<file path="config.mk">
export PLATFORM = sky130hd
export DESIGN_NAME = tcw_ctrl
export DESIGN_NICKNAME = d
export VERILOG_FILES = /design/src/rtl/tcw_pkg.sv /design/src/rtl/tcw_ctrl.sv
export SDC_FILE = /design/constraint.sdc
export NUM_CORES = 1
export LEC_CHECK = 0
export BUFFER_PORTS_ARGS = -buffer_cell sky130_fd_sc_hd__buf_2
export CELL_PAD_IN_SITES_DETAIL_PLACEMENT = 0
export CELL_PAD_IN_SITES_GLOBAL_PLACEMENT = 2
export CORE_UTILIZATION = 27
export CTS_CLUSTER_SIZE = 12
export DETAILED_ROUTE_END_ITERATION = 12
export GPL_ROUTABILITY_DRIVEN = 0
export HOLD_SLACK_MARGIN = 0.1
export PLACE_DENSITY = 0.85
export SLEW_MARGIN = 25
export SYNTH_ARGS = -nofsm -noshare
export SYNTH_HDL_FRONTEND = slang
export SYNTH_SLANG_ARGS = --single-unit
export TNS_END_PERCENT = 50
</file>
<file path="constraint.sdc">
create_clock -name aclk -period 2.8 [get_ports aclk]
set_clock_uncertainty 0.05 [all_clocks]
set_input_delay 0.28 -clock aclk [delete_from_list [all_inputs] [get_ports aclk]]
set_output_delay 0.28 -clock aclk [all_outputs]
set_load 0.01 [all_outputs]
</file>
<file path="src/rtl/tcw_pkg.sv">
package tcw_pkg;

    localparam int unsigned ACT_W  = 3;
    localparam int unsigned CHAR_W = 8;
    localparam int unsigned COLA_W = 7;
    localparam int unsigned ROWA_W = 5;
    localparam int unsigned CELL_W = 16;
    localparam int unsigned CCOL_W = 7;
    localparam int unsigned CROW_W = 5;
    localparam int unsigned POS_W  = 11;
    localparam int unsigned COLOR_W = 8;

    localparam logic [ACT_W-1:0] ACT_PRINT     = 3'd0;
    localparam logic [ACT_W-1:0] ACT_SET_CUR   = 3'd1;
    localparam logic [ACT_W-1:0] ACT_CLEAR_ROW = 3'd2;
    localparam logic [ACT_W-1:0] ACT_CLEAR_ALL = 3'd3;
    localparam logic [ACT_W-1:0] ACT_READ      = 3'd4;

    localparam logic [CHAR_W-1:0]  NEWLINE_CODE = 8'h0A;
    localparam logic [CHAR_W-1:0]  BLANK_CODE   = 8'h20;
    localparam logic [COLOR_W-1:0] COLOR_RESET  = 8'h0F;

    typedef enum logic [2:0] {
        CUR_HOLD,
        CUR_SET_ARG,
        CUR_NEXT_LINE,
        CUR_HOME_ROW,
        CUR_HOME,
        CUR_ADVANCE
    } cur_op_t;

    typedef enum logic [2:0] {
        SWP_NONE,
        SWP_ALL,
        SWP_ROW,
        SWP_LAST,
        SWP_COPY,
        SWP_STEP
    } sweep_op_t;

    typedef enum logic [2:0] {
        MEM_NONE,
        MEM_FILL_ZERO,
        MEM_FILL_BLANK,
        MEM_WRITE_CHAR,
        MEM_READ_ARG,
        MEM_COPY
    } mem_op_t;

    typedef struct packed {
        logic      load_item;
        cur_op_t   cur_op;
        sweep_op_t sweep_op;
        mem_op_t   mem_op;
        logic      res_load;
        logic      res_err;
        logic      res_cell;
    } cmd_t;

    typedef struct packed {
        logic [ACT_W-1:0] action;
        logic             char_is_nl;
        logic             col_at_end;
        logic             line_at_last;
        logic             set_ok;
        logic             row_ok;
        logic             read_ok;
        logic             sweep_done;
        logic             out_free;
    } sts_t;

endpackage

</file>
<file path="src/rtl/tcw_ctrl.sv">
module tcw_ctrl (
    input  logic          aclk,
    input  logic          aresetn,
    input  logic          s_tvalid,
    output logic          s_tready,
    input  tcw_pkg::sts_t sts,
    output tcw_pkg::cmd_t cmd
);

    typedef enum logic [3:0] {
        ST_INIT,
        ST_IDLE,
        ST_DISPATCH,
        ST_NEXT_LINE,
        ST_COPY,
        ST_DRAIN,
        ST_BLANK_LAST,
        ST_AFTER_LINE,
        ST_WRITE_CHAR,
        ST_BLANK_SWEEP,
        ST_READ_WAIT,
        ST_FINISH
    } state_t;

    state_t state_reg, state_next;
    logic   wrap_reg, wrap_next;
    logic   err_reg, err_next;
    logic   cell_reg, cell_next;

    always_ff @(posedge aclk) begin
        if (!aresetn) begin
            state_reg <= ST_INIT;
            wrap_reg  <= 1'b0;
            err_reg   <= 1'b0;
            cell_reg  <= 1'b0;
        end else begin
            state_reg <= state_next;
            wrap_reg  <= wrap_next;
            err_reg   <= err_next;
            cell_reg  <= cell_next;
        end
    end

    assign s_tready = (state_reg == ST_IDLE);

    always_comb begin
        state_next   = state_reg;
        wrap_next    = wrap_reg;
        err_next     = err_reg;
        cell_next    = cell_reg;
        cmd          = '0;
        cmd.cur_op   = tcw_pkg::CUR_HOLD;
        cmd.sweep_op = tcw_pkg::SWP_NONE;
        cmd.mem_op   = tcw_pkg::MEM_NONE;
        unique case (state_reg)
            ST_INIT: begin
                cmd.mem_op   = tcw_pkg::MEM_FILL_ZERO;
                cmd.sweep_op = tcw_pkg::SWP_STEP;
                if (sts.sweep_done) begin
                    state_next = ST_IDLE;
                end
            end
            ST_IDLE: begin
                if (s_tvalid) begin
                    cmd.load_item = 1'b1;
                    state_next    = ST_DISPATCH;
                end
            end
            ST_DISPATCH: begin
                err_next  = 1'b0;
                cell_next = 1'b0;
                unique case (sts.action)
                    tcw_pkg::ACT_PRINT: begin
                        if (sts.col_at_end) begin
                            wrap_next  = 1'b1;
                            state_next = ST_NEXT_LINE;
                        end else if (sts.char_is_nl) begin
                            wrap_next  = 1'b0;
                            state_next = ST_NEXT_LINE;
                        end else begin
                            state_next = ST_WRITE_CHAR;
                        end
                    end
                    tcw_pkg::ACT_SET_CUR: begin
                        if (sts.set_ok) begin
                            cmd.cur_op = tcw_pkg::CUR_SET_ARG;
                        end else begin
                            err_next = 1'b1;
                        end
                        state_next = ST_FINISH;
                    end
                    tcw_pkg::ACT_CLEAR_ROW: begin
                        if (sts.row_ok) begin
                            cmd.sweep_op = tcw_pkg::SWP_ROW;
                            cmd.cur_op   = tcw_pkg::CUR_HOME_ROW;
                            state_next   = ST_BLANK_SWEEP;
                        end else begin
                            err_next   = 1'b1;
                            state_next = ST_FINISH;
                        end
                    end
                    tcw_pkg::ACT_CLEAR_ALL: begin
                        cmd.sweep_op = tcw_pkg::SWP_ALL;
                        cmd.cur_op   = tcw_pkg::CUR_HOME;
                        state_next   = ST_BLANK_SWEEP;
                    end
                    tcw_pkg::ACT_READ: begin
                        if (sts.read_ok) begin
                            cmd.mem_op = tcw_pkg::MEM_READ_ARG;
                            state_next = ST_READ_WAIT;
                        end else begin
                            err_next   = 1'b1;
                            state_next = ST_FINISH;
                        end
                    end
                    default: begin
                        err_next   = 1'b1;
                        state_next = ST_FINISH;
                    end
                endcase
            end
            ST_NEXT_LINE: begin
                if (sts.line_at_last) begin
                    cmd.sweep_op = tcw_pkg::SWP_COPY;
                    state_next   = ST_COPY;
                end else begin
                    cmd.cur_op = tcw_pkg::CUR_NEXT_LINE;
                    state_next = ST_AFTER_LINE;
                end
            end
            ST_COPY: begin
                cmd.mem_op   = tcw_pkg::MEM_COPY;
                cmd.sweep_op = tcw_pkg::SWP_STEP;
                if (sts.sweep_done) begin
                    state_next = ST_DRAIN;
                end
            end
            ST_DRAIN: begin
                cmd.sweep_op = tcw_pkg::SWP_LAST;
                state_next   = ST_BLANK_LAST;
            end
            ST_BLANK_LAST: begin
                cmd.mem_op   = tcw_pkg::MEM_FILL_BLANK;
                cmd.sweep_op = tcw_pkg::SWP_STEP;
                if (sts.sweep_done) begin
                    cmd.cur_op = tcw_pkg::CUR_NEXT_LINE;
                    state_next = ST_AFTER_LINE;
                end
            end
            ST_AFTER_LINE: begin
                if (wrap_reg && sts.char_is_nl) begin
                    wrap_next  = 1'b0;
                    state_next = ST_NEXT_LINE;
                end else if (wrap_reg) begin
                    state_next = ST_WRITE_CHAR;
                end else begin
                    state_next = ST_FINISH;
                end
            end
            ST_WRITE_CHAR: begin
                cmd.mem_op = tcw_pkg::MEM_WRITE_CHAR;
                cmd.cur_op = tcw_pkg::CUR_ADVANCE;
                state_next = ST_FINISH;
            end
            ST_BLANK_SWEEP: begin
                cmd.mem_op   = tcw_pkg::MEM_FILL_BLANK;
                cmd.sweep_op = tcw_pkg::SWP_STEP;
                if (sts.sweep_done) begin
                    state_next = ST_FINISH;
                end
            end
            ST_READ_WAIT: begin
                cell_next  = 1'b1;
                state_next = ST_FINISH;
            end
            ST_FINISH: begin
                if (sts.out_free) begin
                    cmd.res_load = 1'b1;
                    cmd.res_err  = err_reg;
                    cmd.res_cell = cell_reg;
                    state_next   = ST_IDLE;
                end
            end
            default: begin
                state_next = ST_IDLE;
            end
        endcase
    end

endmodule

</file>
; Word level (Yosys, flattened, before mapping)
; Index checks and enable logic that the tools add are counted.
[word_totals]
word_cells = 80
mem_count = 0
ramBits = 0
ff_bits = 7
mem_bits_ro = 0
inputBits = 14
out_inout_bits = 14
latch_bits = 0
[classes]
reduce_logical = 11
div_mod_pow = 0
bitwise_logic = 0
order_cmp = 0
shift = 0
n_addsub = 0
n_eq_ne = 24
muxes = 41
mul = 0
[ops]
columns = cell, count
row1 = 4-bit case mux with 11 select lines, 1
row2 = 4-bit 2-to-1 mux, 9
row3 = 3-bit case mux with 4 select lines, 2
row4 = "4-bit by 3-bit == test with 1-bit output, second input constant", 4
row5 = "4-bit == test, second input constant", 4
row6 = 4-bit case mux with 4 select lines, 1
row7 = 3-bit 2-to-1 mux, 5
row8 = 3-bit case mux with 5 select lines, 1
row9 = "2-bit inequality test, second input constant", 7
row10 = 1-bit 2-to-1 mux, 11
row11 = 2-bit 2-to-1 mux, 5
row12 = 3-bit case mux with 3 select lines, 1
row13 = "4-bit by 2-bit == test with 1-bit output, second input constant", 2
row14 = "3-bit by 2-bit == test with 1-bit output, second input constant", 2
row15 = 3-bit case mux with 2 select lines, 1
row16 = 6-bit AND reduction, 1
row17 = 2-bit OR reduction, 3
row18 = 5-bit 2-to-1 mux, 1
row19 = "4-bit by 1-bit == test with 1-bit output, second input constant", 1
row20 = 4-bit zero test, 1
row21 = 1-bit case mux with 2 select lines, 2
row22 = 1-bit case mux with 4 select lines, 1
row23 = 4-bit AND reduction, 1
row24 = 2-bit nonzero test, 2
row25 = other kinds (7), 7

; Logic depth before layout (Yosys ltp)
; Gate-level depths: netlist (run 1).
[depth]
word_depth = 4
mapped_depth = 7

; Worst setup path after synthesis (run 1)
; OpenSTA, ideal clock, no wires.
[synth_path]
kind = register to output
from = register state_reg[3]
to = output port cmd[9] in the netlist's numbering
setup_slack_ns = 1.178
path_stages_with_launch = 6
path_buffers = 1
t_arrival_ns = 1.292
required_ns = 2.470
cell_sequence = dfxtp_1 > buf_2 > nand2b_1 > nor3b_1 > a31oi_1 > o31ai_1
[synth_rtl]
columns = item, line_no
row1 = from (decl), tcw_ctrl.sv:25  ; state_t state_reg, state_next;
row2 = from (signal assigned), tcw_ctrl.sv:37  ; state_reg <= state_next;
row3 = to (decl), tcw_ctrl.sv:7  ; output tcw_pkg::cmd_t cmd

==> results.md, run 1 <==
* Synth top area cells: dfxtp_1 17%, o21ai_0 7.4%, nand2_1 6.9%
* Worst Hold Path EP: wrap_reg
* Status: finished with violations
* H-tree levels at 1
* Clock Power Share at 0.260
* Grt met2 use at 0.2126
* Reg2reg setup slack at 0.98 ns
* Pwr Density at 350.2 nW/um2
* Crit path largest cell delay at 0.67 ns
* Most Used Layer, Global Route: met2
* Post-CTS setup buffer count at 0
* Synth-to-Final Area Change at 18.64%
* Crit path DAT at 1.84 ns
* Area share of the largest cell type after synthesis at 0.1726
* Pins Over Slew Limit at 0
* Yosys warns at 0
* Worst setup EP type: output port
* Initial Utilization at 0.2895
* Cells on worst reg2reg path at 5
* R2R Path Start: state_reg[1]
* Initial antenna violation count at 0
* Syn_nets at 139
* Comb power frac at 0.370
* EDFF count, synth at 0
* RSZ-0062 raised after global routing: false
* Via density at 5.376
* Max Cap Viol at 0
* Post-Synthesis Cells at 125
* Net Sw Power at 0.0001213 W
* Slew headroom at 0.5509
* Largest family of logic cells by synthesized area: simple AND/OR/NAND/NOR gates
* Post-Synth XOR/XNOR Area at 0.01079
* Synthesized area per cell at 6.496 um2
* Max reg flops at 4
* Post-CTS sizing at 0
* CTS Sinks at 7
* DR iter-0 viols at 25
* ANT cells at 0
* Fin Setup TNS at 0 ns
* Crit Reg-Reg Endpoint: state_reg[1]
* Met3 Use GR at 0.02535
* CTS Buf Count at 3
* First-pass GRT wire length at 3746 um
* Wire length per cell at 12.65 um
* # port buffers at 27
* Hold Startpoint: sts[6]
* Clk_lat worst skew at 0.24 ns
* Vias in the first global route at 841
* Site Rows at 19
* CP startpoint kind: flop
* Yosys reg bits at 7
* FFs w/ async S/R, synth at 0
* Required time of the critical path at 2.47 ns
* Pre-Repair DR Iteration Count at 9
* Drt drc at 4
* Pre-CTS setup slack at 0.8804 ns
* Setup CP Type: flop to output port
* Cell Area, Synth at 812.0 um2
* Fmax achieved at 460.4 MHz
* CTS clk-pin slew, worst paths at 0.05 ns
* Simple-gate area share of the yosys netlist at 0.4052
* Post-DRT Antenna Nets at 0
* Die span in y at 56.84 um
* Vias at 957
* Sequential power share at 0.370
* Cell depth of the worst min-delay path at 3
* Synth area leader: dfxtp_1
* Clock root cell: clkbuf_4
* Hold Fails Final Rpt at 0
* Remaining global-route overflow at 0
* Worst Path Buf+Inv at 1
* Sw Share at 0.3596
* Fillers at 329
* Max VDD drop at 0.1421 mV
* CP max FO at 18
* Die Width at 56.84 um
* Worst-Margin Slew at 0.6727 ns
* Failing checks: design-rule violations
* Die Area at 3231 um2
* Layout cell share with drive strength beyond 1 at 0.2381
* Post-synthesis adder-cell area fraction at 0
* Compound-Gate Fraction of Synth Area at 0.3328
* Finish-stage setup viols at 0
* Most frequent cells after synthesis: 15 x nand2_1, 15 x nor2_1, 12 x o21ai_0, 8 x a21oi_1, 7 x dfxtp_1
* Internal at 0.0002160 W
* Largest net degree at the start of global routing at 24
* Ports at 28
* Core area at 2805 um2
* Library cells used by synthesis at 38
* Detail Placement HPWL at 1746 um
* Register area share after synthesis at 0.1726
* Top delay family on crit path: simple AND/OR/NAND/NOR gates
* M1 GR Usage at 0.2039
* Fin worst setup slack at 0.6279 ns
* Total GRT Usage at 0.1448
* Tightest Hold Check Type: primary input to flop
* Leak at 0.4128 nW
* Final min period at 2.172 ns
* TritonCTS clock tree: built
* Max Root-Sink Buffers at 2
* Final worst-path cycle share at 0.7757
* Nets at 162
* Crit-path slowest cell: dfxtp_1
* Ys flop type: dfxtp_1
* Mux cell area share after synthesis at 0
* CTS Hold Buffers Added at 0
* Critical path, cell by cell: nand2_1 > nor2_1 > and3_1 > and2_1 > buf_2
* Post-Route WL at 2251 um
==> through the flow <==
stage / cells / area (um2) / hold WS (ns) / total power (W) / utilization
floorplan: 125 / 812.0 / 0.3476 / 0.0002106 / -
global placement: 174 / 937.1 / 0.4418 / 0.0002509 / 0.3341
detailed placement: 174 / 937.1 / 0.4430 / 0.0002512 / 0.3341
CTS: 178 / 963.4 / 0.2856 / 0.0003432 / 0.3434
global route: 178 / 963.4 / 0.2871 / 0.0003679 / 0.3434
finish: 178 / 963.4 / 0.2959 / 0.0003373 / 0.3434
==> worst reg2reg max path, delay by kind of cell (launching register included) <==
kind | cells | cell delay [ns]
flops | 1 | 0.67
simple gates | 2 | 0.46
compound gates | 3 | 0.53
==> cells in the final DEF (no fill, tap or decap), types with 2 or more instances in the layout <==
cell | synthesis | final
a21boi_0 | 3 | 3
nor3b_1 | 2 | 2
or2b_1 | 2 | 2
a31oi_1 | 4 | 4
o211a_1 | 2 | 2
nor2b_1 | 4 | 4
buf_2 | 6 | 27
clkbuf_4 | 0 | 3
nand2_1 | 15 | 15
and2_1 | 3 | 3
o21ai_0 | 12 | 12
o2bb2ai_1 | 2 | 2
dfxtp_1 | 7 | 7
a21oi_1 | 8 | 8
nor3_1 | 5 | 5
nand3b_1 | 3 | 3
o31ai_1 | 2 | 2
nor2_1 | 15 | 15
inv_1 | 4 | 4
nand2b_1 | 5 | 5
o22ai_1 | 2 | 2
==> final cells by class <==
class                      instances  area [um2]  share of cell area
inverter                           4       15.01             0.01558
sequential                         7       140.1              0.1455
multi-input combinational        105       608.1              0.6312
tap                               31       38.79             0.04026
clock buffer                       4       26.28             0.02727
timing repair buffer              27       135.1              0.1403
==> logic make-up (layout without fill, tap and decap cells) <==
kind of cell              after synthesis  in the layout
AOI/OAI and AO/OA                      42             42
xor gates and xnor gates                1              1
buffers and inverters                  13             35
DFF                                     7              7
and+or+nand+nor                        62             62
==> worst max path at each step <==
stage,from,to,cells past startpoint
2_1_floorplan,state_reg[3],cmd[9],5
3_3_place_gp,state_reg[1],cmd[0],5
3_5_place_dp,state_reg[1],cmd[1],5
4_1_cts,state_reg[1],cmd[1],5
5_1_grt,state_reg[1],cmd[1],5
6_report,state_reg[1],cmd[1],5
==> layer usage <==
metal / up-vias / wire, um / part of all wire
li1: 491 / - / -
met1: 422 / 1076 / 0.48
met2: 38 / 959 / 0.43
met3: 6 / 170 / 0.076
met4: 0 / 44 / 0.020
met5: - / 0 / 0
==> power by group through the flow <==
stage / registers, W / clock network (W) / logic [W]
after floorplan: 0.000112 / 0 / 0.0000991
after global placement: 0.000126 / 0 / 0.000125
after detailed placement: 0.000126 / 0 / 0.000125
after CTS: 0.000124 / 0.0000938 / 0.000125
after global routing: 0.000127 / 0.000104 / 0.000138
final: 0.000125 / 0.0000877 / 0.000125
Power figures use the tool's default switching activity.
==> run 2, diff against run 1 <==
--- a/config.mk
+++ b/config.mk
@@ -8,12 +8,12 @@
 export BUFFER_PORTS_ARGS = -buffer_cell sky130_fd_sc_hd__buf_2
 export CELL_PAD_IN_SITES_DETAIL_PLACEMENT = 0
 export CELL_PAD_IN_SITES_GLOBAL_PLACEMENT = 2
-export CORE_UTILIZATION = 27
+export CORE_UTILIZATION = 25
 export CTS_CLUSTER_SIZE = 12
 export DETAILED_ROUTE_END_ITERATION = 12
 export GPL_ROUTABILITY_DRIVEN = 0
 export HOLD_SLACK_MARGIN = 0.1
-export PLACE_DENSITY = 0.85
+export PLACE_DENSITY = 0.8
 export SLEW_MARGIN = 25
 export SYNTH_ARGS = -nofsm -noshare
 export SYNTH_HDL_FRONTEND = slang
==> constraint.sdc (replaced) <==
create_clock -name aclk -period 2.16 [get_ports aclk]
set_clock_uncertainty 0.05 [all_clocks]
set_input_delay 0.216 -clock aclk [delete_from_list [all_inputs] [get_ports aclk]]
set_output_delay 0.216 -clock aclk [all_outputs]
set_load 0.01 [all_outputs]
==> results.md, run 2 (synthesized netlist as in run 1, its figures left out) <==
* CTS Buf Count at 3
* R2R Path Start: state_reg[0]
* Max reg flops at 4
* Hold Startpoint: sts[6]
* Max Root-Sink Buffers at 2
* Required time of the critical path at 1.89 ns
* Pre-Repair DR Iteration Count at 4
* TritonCTS clock tree: built
* Vias in the first global route at 872
* Initial antenna violation count at 0
* Post-Route WL at 2445 um
* Detail Placement HPWL at 1851 um
* Slew headroom at 0.7436
* Final core occ at 0.3264
* Finish-stage setup viols at 0
* Post-DRT Antenna Nets at 0
* Crit path DAT at 1.69 ns
* Worst Hold Path EP: wrap_reg
* Max VDD drop at 0.2461 mV
* Tightest Hold Check Type: primary input to flop
* Worst setup EP type: output port
* Fmax achieved at 512.1 MHz
* Hold Fails Final Rpt at 0
* DR iter-0 viols at 41
* Fillers at 367
* Via density at 4.912
* Sequential power share at 0.339
* CTS Sinks at 7
* Final worst-path cycle share at 0.9041
* Die Area at 3480 um2
* CTS clk-pin slew, worst paths at 0.06 ns
* Pwr Density at 453.1 nW/um2
* Post-CTS setup buffer count at 0
* Reg2reg setup slack at 0.50 ns
* Die span in y at 58.99 um
* Vias at 953
* Core area at 3078 um2
* Site Rows at 20
* Post-DP Area at 975.9 um2
* # port buffers at 27
* Post-route cell area at 1005 um2
* Ports at 28
* Largest net degree at the start of global routing at 24
* Cell depth of the worst min-delay path at 3
* Synth-to-Final Area Change at 23.73%
* Wire length per cell at 12.60 um
* Nets at 165
* Internal at 0.0002867 W
* Worst-Margin Slew at 0.3847 ns
* Commonest cells after routing, fill and taps aside: 27 x buf_2, 15 x nand2_1, 15 x nor2_1, 12 x o21ai_0, 8 x a21oi_1
* Leak at 0.4298 nW
* Comb power frac at 0.391
* Cells on worst reg2reg path at 6
* Clk_lat worst skew at 0.26 ns
* Final min period at 1.953 ns
* Drt drc at 0
* Clock root cell: clkbuf_4
* Hold_ws at 0.2134 ns
* Sw Share at 0.3701
* ANT cells at 0
* RSZ-0062 raised after global routing: false
* Max Cap Viol at 0
* Net Sw Power at 0.0001685 W
* Commonest non-fill, non-tap cell in the layout: buf_2
* Total GRT Usage at 0.1463
* Layout cell share with drive strength beyond 1 at 0.2667
* H-tree levels at 1
* Status: completed
* Crit Reg-Reg Endpoint: state_reg[1]
* Crit. Startpoint: state_reg[0]
* Fin Setup TNS at 0 ns
* Setup CP Type: flop to output port
* Clock Power Share at 0.270
* CP max FO at 11
* Remaining global-route overflow at 0
* Pins Over Slew Limit at 0
* Die Width at 58.99 um
* First-pass GRT wire length at 3870 um
* CP startpoint kind: flop
* Initial Utilization at 0.2638
## run 2: final cells by class
class / count / area (um2) / share of cell area
multi-input cells: 105 / 608.1 / 0.6052
clock buffers: 4 / 26.28 / 0.02615
flip-flops and latches: 7 / 142.6 / 0.1420
well taps: 44 / 55.05 / 0.05479
repair buffers: 30 / 157.7 / 0.1569
inverters: 4 / 15.01 / 0.01494
## run 2: repair_timing
item                       in CTS  in global routing
setup endpoints to repair       0                  5
resized for setup               0                  2
hold buffers                    0                  0
## run 2: metrics by stage
step	setup WS (ns)	total power, W	instances
global route	0.08002	0.0004886	194
finish	0.2072	0.0004552	194
CTS	0.05164	0.0004581	194
detailed placement	0.3336	0.0003344	190
floorplan	0.6022	0.0002730	125
global placement	0.3856	0.0003344	190
## run 2: per-layer routing
metal  part of all wire  vias to the layer above  track usage  wire (um)
met5                  0                        -            0          0
li1                   -                      498            -          -
met4             0.0070                        0      0.07143         17
met2               0.44                       29       0.2256       1080
met1               0.49                      424       0.2067       1208
met3              0.056                        2     0.008734        138
## run 2: how the worst max path moves through the flow
stage,slack [ns],to
2_1_floorplan,0.60,cmd[9]
3_3_place_gp,0.39,cmd[9]
3_5_place_dp,0.33,cmd[9]
4_1_cts,0.05,cmd[9]
5_1_grt,0.08,cmd[10]
6_report,0.21,cmd[0]
## run 2: worst max-delay path, stage by stage, from the launching register on
cell	delay, ns
dfxtp_1	0.53
nand2_1	0.18
nor2_1	0.24
and3_1	0.22
and2_1	0.13
buf_2	0.12
## run 2: power groups by stage
| stage | registers [W] | logic (W) | clock network [W] |
|---|---|---|---|
| 2_1_floorplan | 0.000145 | 0.000128 | 0 |
| 3_3_place_gp | 0.000157 | 0.000177 | 0 |
| 3_5_place_dp | 0.000156 | 0.000178 | 0 |
| 4_1_cts | 0.000154 | 0.000179 | 0.000125 |
| 5_1_grt | 0.000157 | 0.000199 | 0.000133 |
| 6_report | 0.000155 | 0.000178 | 0.000123 |
==> run 3, diff against run 2 <==
--- a/config.mk
+++ b/config.mk
@@ -8,12 +8,13 @@
 export BUFFER_PORTS_ARGS = -buffer_cell sky130_fd_sc_hd__buf_2
 export CELL_PAD_IN_SITES_DETAIL_PLACEMENT = 0
 export CELL_PAD_IN_SITES_GLOBAL_PLACEMENT = 2
-export CORE_UTILIZATION = 25
+export CORE_UTILIZATION = 26
+export CTS_BUF_LIST = sky130_fd_sc_hd__clkbuf_4
 export CTS_CLUSTER_SIZE = 12
 export DETAILED_ROUTE_END_ITERATION = 12
 export GPL_ROUTABILITY_DRIVEN = 0
 export HOLD_SLACK_MARGIN = 0.1
-export PLACE_DENSITY = 0.8
+export PLACE_DENSITY = 0.82
 export SLEW_MARGIN = 25
 export SYNTH_ARGS = -nofsm -noshare
 export SYNTH_HDL_FRONTEND = slang
==> constraint.sdc (replaced) <==
create_clock -name aclk -period 2.16 [get_ports aclk]
set_clock_uncertainty 0.05 [all_clocks]
set_input_delay 0.216 -clock aclk [delete_from_list [all_inputs] [get_ports aclk]]
set_output_delay 0.216 -clock aclk [all_outputs]
set_load 0.1 [all_outputs]
==> results.md, run 3 (synthesized netlist as in run 1, its figures left out) <==
* Hold_ws at 0.2138 ns
* Total GRT Usage at 0.1519
* DR iter-0 viols at 31
* Routed wl met2 at 1029 um
* Nets at 169
* Max reg flops at 4
* Worst Hold Path EP: state_reg[0]
* Ports at 28
* Post-Layout Cell Count at 185
* Comb power frac at 0.576
* Via density at 5.286
* Clk_lat worst skew at 0.26 ns
* Required time of the critical path at 1.89 ns
* Vias at 978
* Max VDD drop at 0.2263 mV
* Die Width at 57.89 um
* Drt drc at 2
* Pwr Density at 546.1 nW/um2
* Net Sw Power at 0.0003226 W
* Final worst-path cycle share at 0.9433
* Initial antenna violation count at 0
* Site Rows at 19
* Routed met3 length at 107 um
* Sw Share at 0.4750
* Worst setup EP type: output port
* Fmax achieved at 490.8 MHz
* Reg2reg setup slack at 0.49 ns
* Largest net degree at the start of global routing at 16
* Max Used Layer: met4
* Setup CP Type: flop to output port
* Wire length per cell at 12.67 um
* Inst Count DP at 181
* CP startpoint kind: flop
* Crit path largest cell delay at 0.39 ns
* Hold Startpoint: aresetn
* Failing checks: design-rule violations
* RSZ-0062 raised after global routing: false
* Max Cap Viol at 0
* Cell depth of the worst min-delay path at 2
* Pre-Repair DR Iteration Count at 10
* Post-Route WL at 2344 um
* Die span in y at 57.89 um
* Status: finished with violations
* CTS Hold Buffers Added at 0
* Crit-path slowest cell: dfxtp_2
* Max Root-Sink Buffers at 2
* Met1 Routed Length at 1178 um
* Hold Fails Final Rpt at 0
* Pins Over Slew Limit at 0
* CTS clk-pin slew, worst paths at 0.06 ns
* R2R Path Start: state_reg[1]
* Post-CTS setup buffer count at 0
* Clock root cell: clkbuf_4
* # port buffers at 27
* Slew headroom at 0.6775
* Critical path, cell by cell: or2_2 > nor2_2 > nand4_1 > o31ai_2 > buf_12
* Finish-stage setup viols at 0
* Worst-Margin Slew at 0.4870 ns
* Crit path DAT at 1.77 ns
* Commonest cells after routing, fill and taps aside: 15 x nand2_1, 15 x nor2_1, 15 x buf_2, 12 x buf_12, 9 x o21ai_0
* Detail Placement HPWL at 1907 um
* CTS Buf Count at 3
* Tightest Hold Check Type: primary input to flop
* Crit Reg-Reg Endpoint: state_reg[0]
* First-pass GRT wire length at 3988 um
* Post-DRT Antenna Nets at 0
* Layout cell share with drive strength beyond 1 at 0.3636
* ANT cells at 0
* Internal at 0.0003566 W
* Leak at 0.5102 nW
* Core area at 2853 um2
* Die Area at 3351 um2
* Remaining global-route overflow at 0
* Vias in the first global route at 866
* Final min period at 2.037 ns
* Clock Power Share at 0.194
* Synth-to-Final Area Change at 53.16%
* Final Total Pwr at 0.0006792 W
* TritonCTS clock tree: built
* Cells on worst reg2reg path at 5
* CP max FO at 13
* H-tree levels at 1
* Sequential power share at 0.230
* CTS Sinks at 7
* Initial Utilization at 0.2846
## run 3: layer usage
layer	track usage	vias to the layer above
li1	-	506
met2	0.2282	35
met4	0.06122	0
met5	0	-
met3	0.01786	4
met1	0.2199	433
## run 3: cell type report
class                   instances  area [um2]
clock buffers                   4       30.03
inverters                       4       15.01
flip-flops and latches          7       143.9
repair buffers                 34       367.9
multi-input cells             105       648.1
fillers                       309        1609
well taps                      31       38.79
## run 3: power by group through the flow
stage / logic (W) / clock network [W] / registers, W
finish: 0.000391 / 0.000132 / 0.000156
global route: 0.000413 / 0.000141 / 0.000159
CTS: 0.000392 / 0.000136 / 0.000154
detailed placement: 0.000390 / 0 / 0.000157
global placement: 0.000390 / 0 / 0.000156
floorplan: 0.000280 / 0 / 0.000145
## run 3: how the worst max path moves through the flow
stage | end | slack, ns | startpoint
after floorplan | cmd[9] | -0.45 | state_reg[3]
after global placement | cmd[10] | 0.34 | state_reg[0]
after detailed placement | cmd[10] | 0.28 | state_reg[0]
after CTS | cmd[9] | 0.02 | state_reg[0]
after global routing | cmd[9] | 0.03 | state_reg[0]
final | cmd[9] | 0.12 | state_reg[0]
## run 3: worst max-delay path: cells and delay by family (launching register included)
kind	cells	cell delay (ns)
simple gates	3	0.74
flops	1	0.39
buf+inv	1	0.22
compound gates	1	0.16
## run 3: through the flow
| stage | setup TNS, ns | utilization | cell area, um2 | setup slack [ns] |
|---|---|---|---|---|
| finish | 0 | 0.4360 | 1244 | 0.1226 |
| detailed placement | 0 | 0.4219 | 1204 | 0.2801 |
| floorplan | -2.753 | - | 845.8 | -0.4484 |
| CTS | 0 | 0.4338 | 1237 | 0.01673 |
| global placement | 0 | 0.4219 | 1204 | 0.3436 |
| global route | 0 | 0.4360 | 1244 | 0.02678 |
## run 3: repair_timing
item | CTS | global route
gates resized for setup | 1 | 4
endpoints found under the setup margin | 1 | 6
endpoints found under the hold margin | 0 | 0
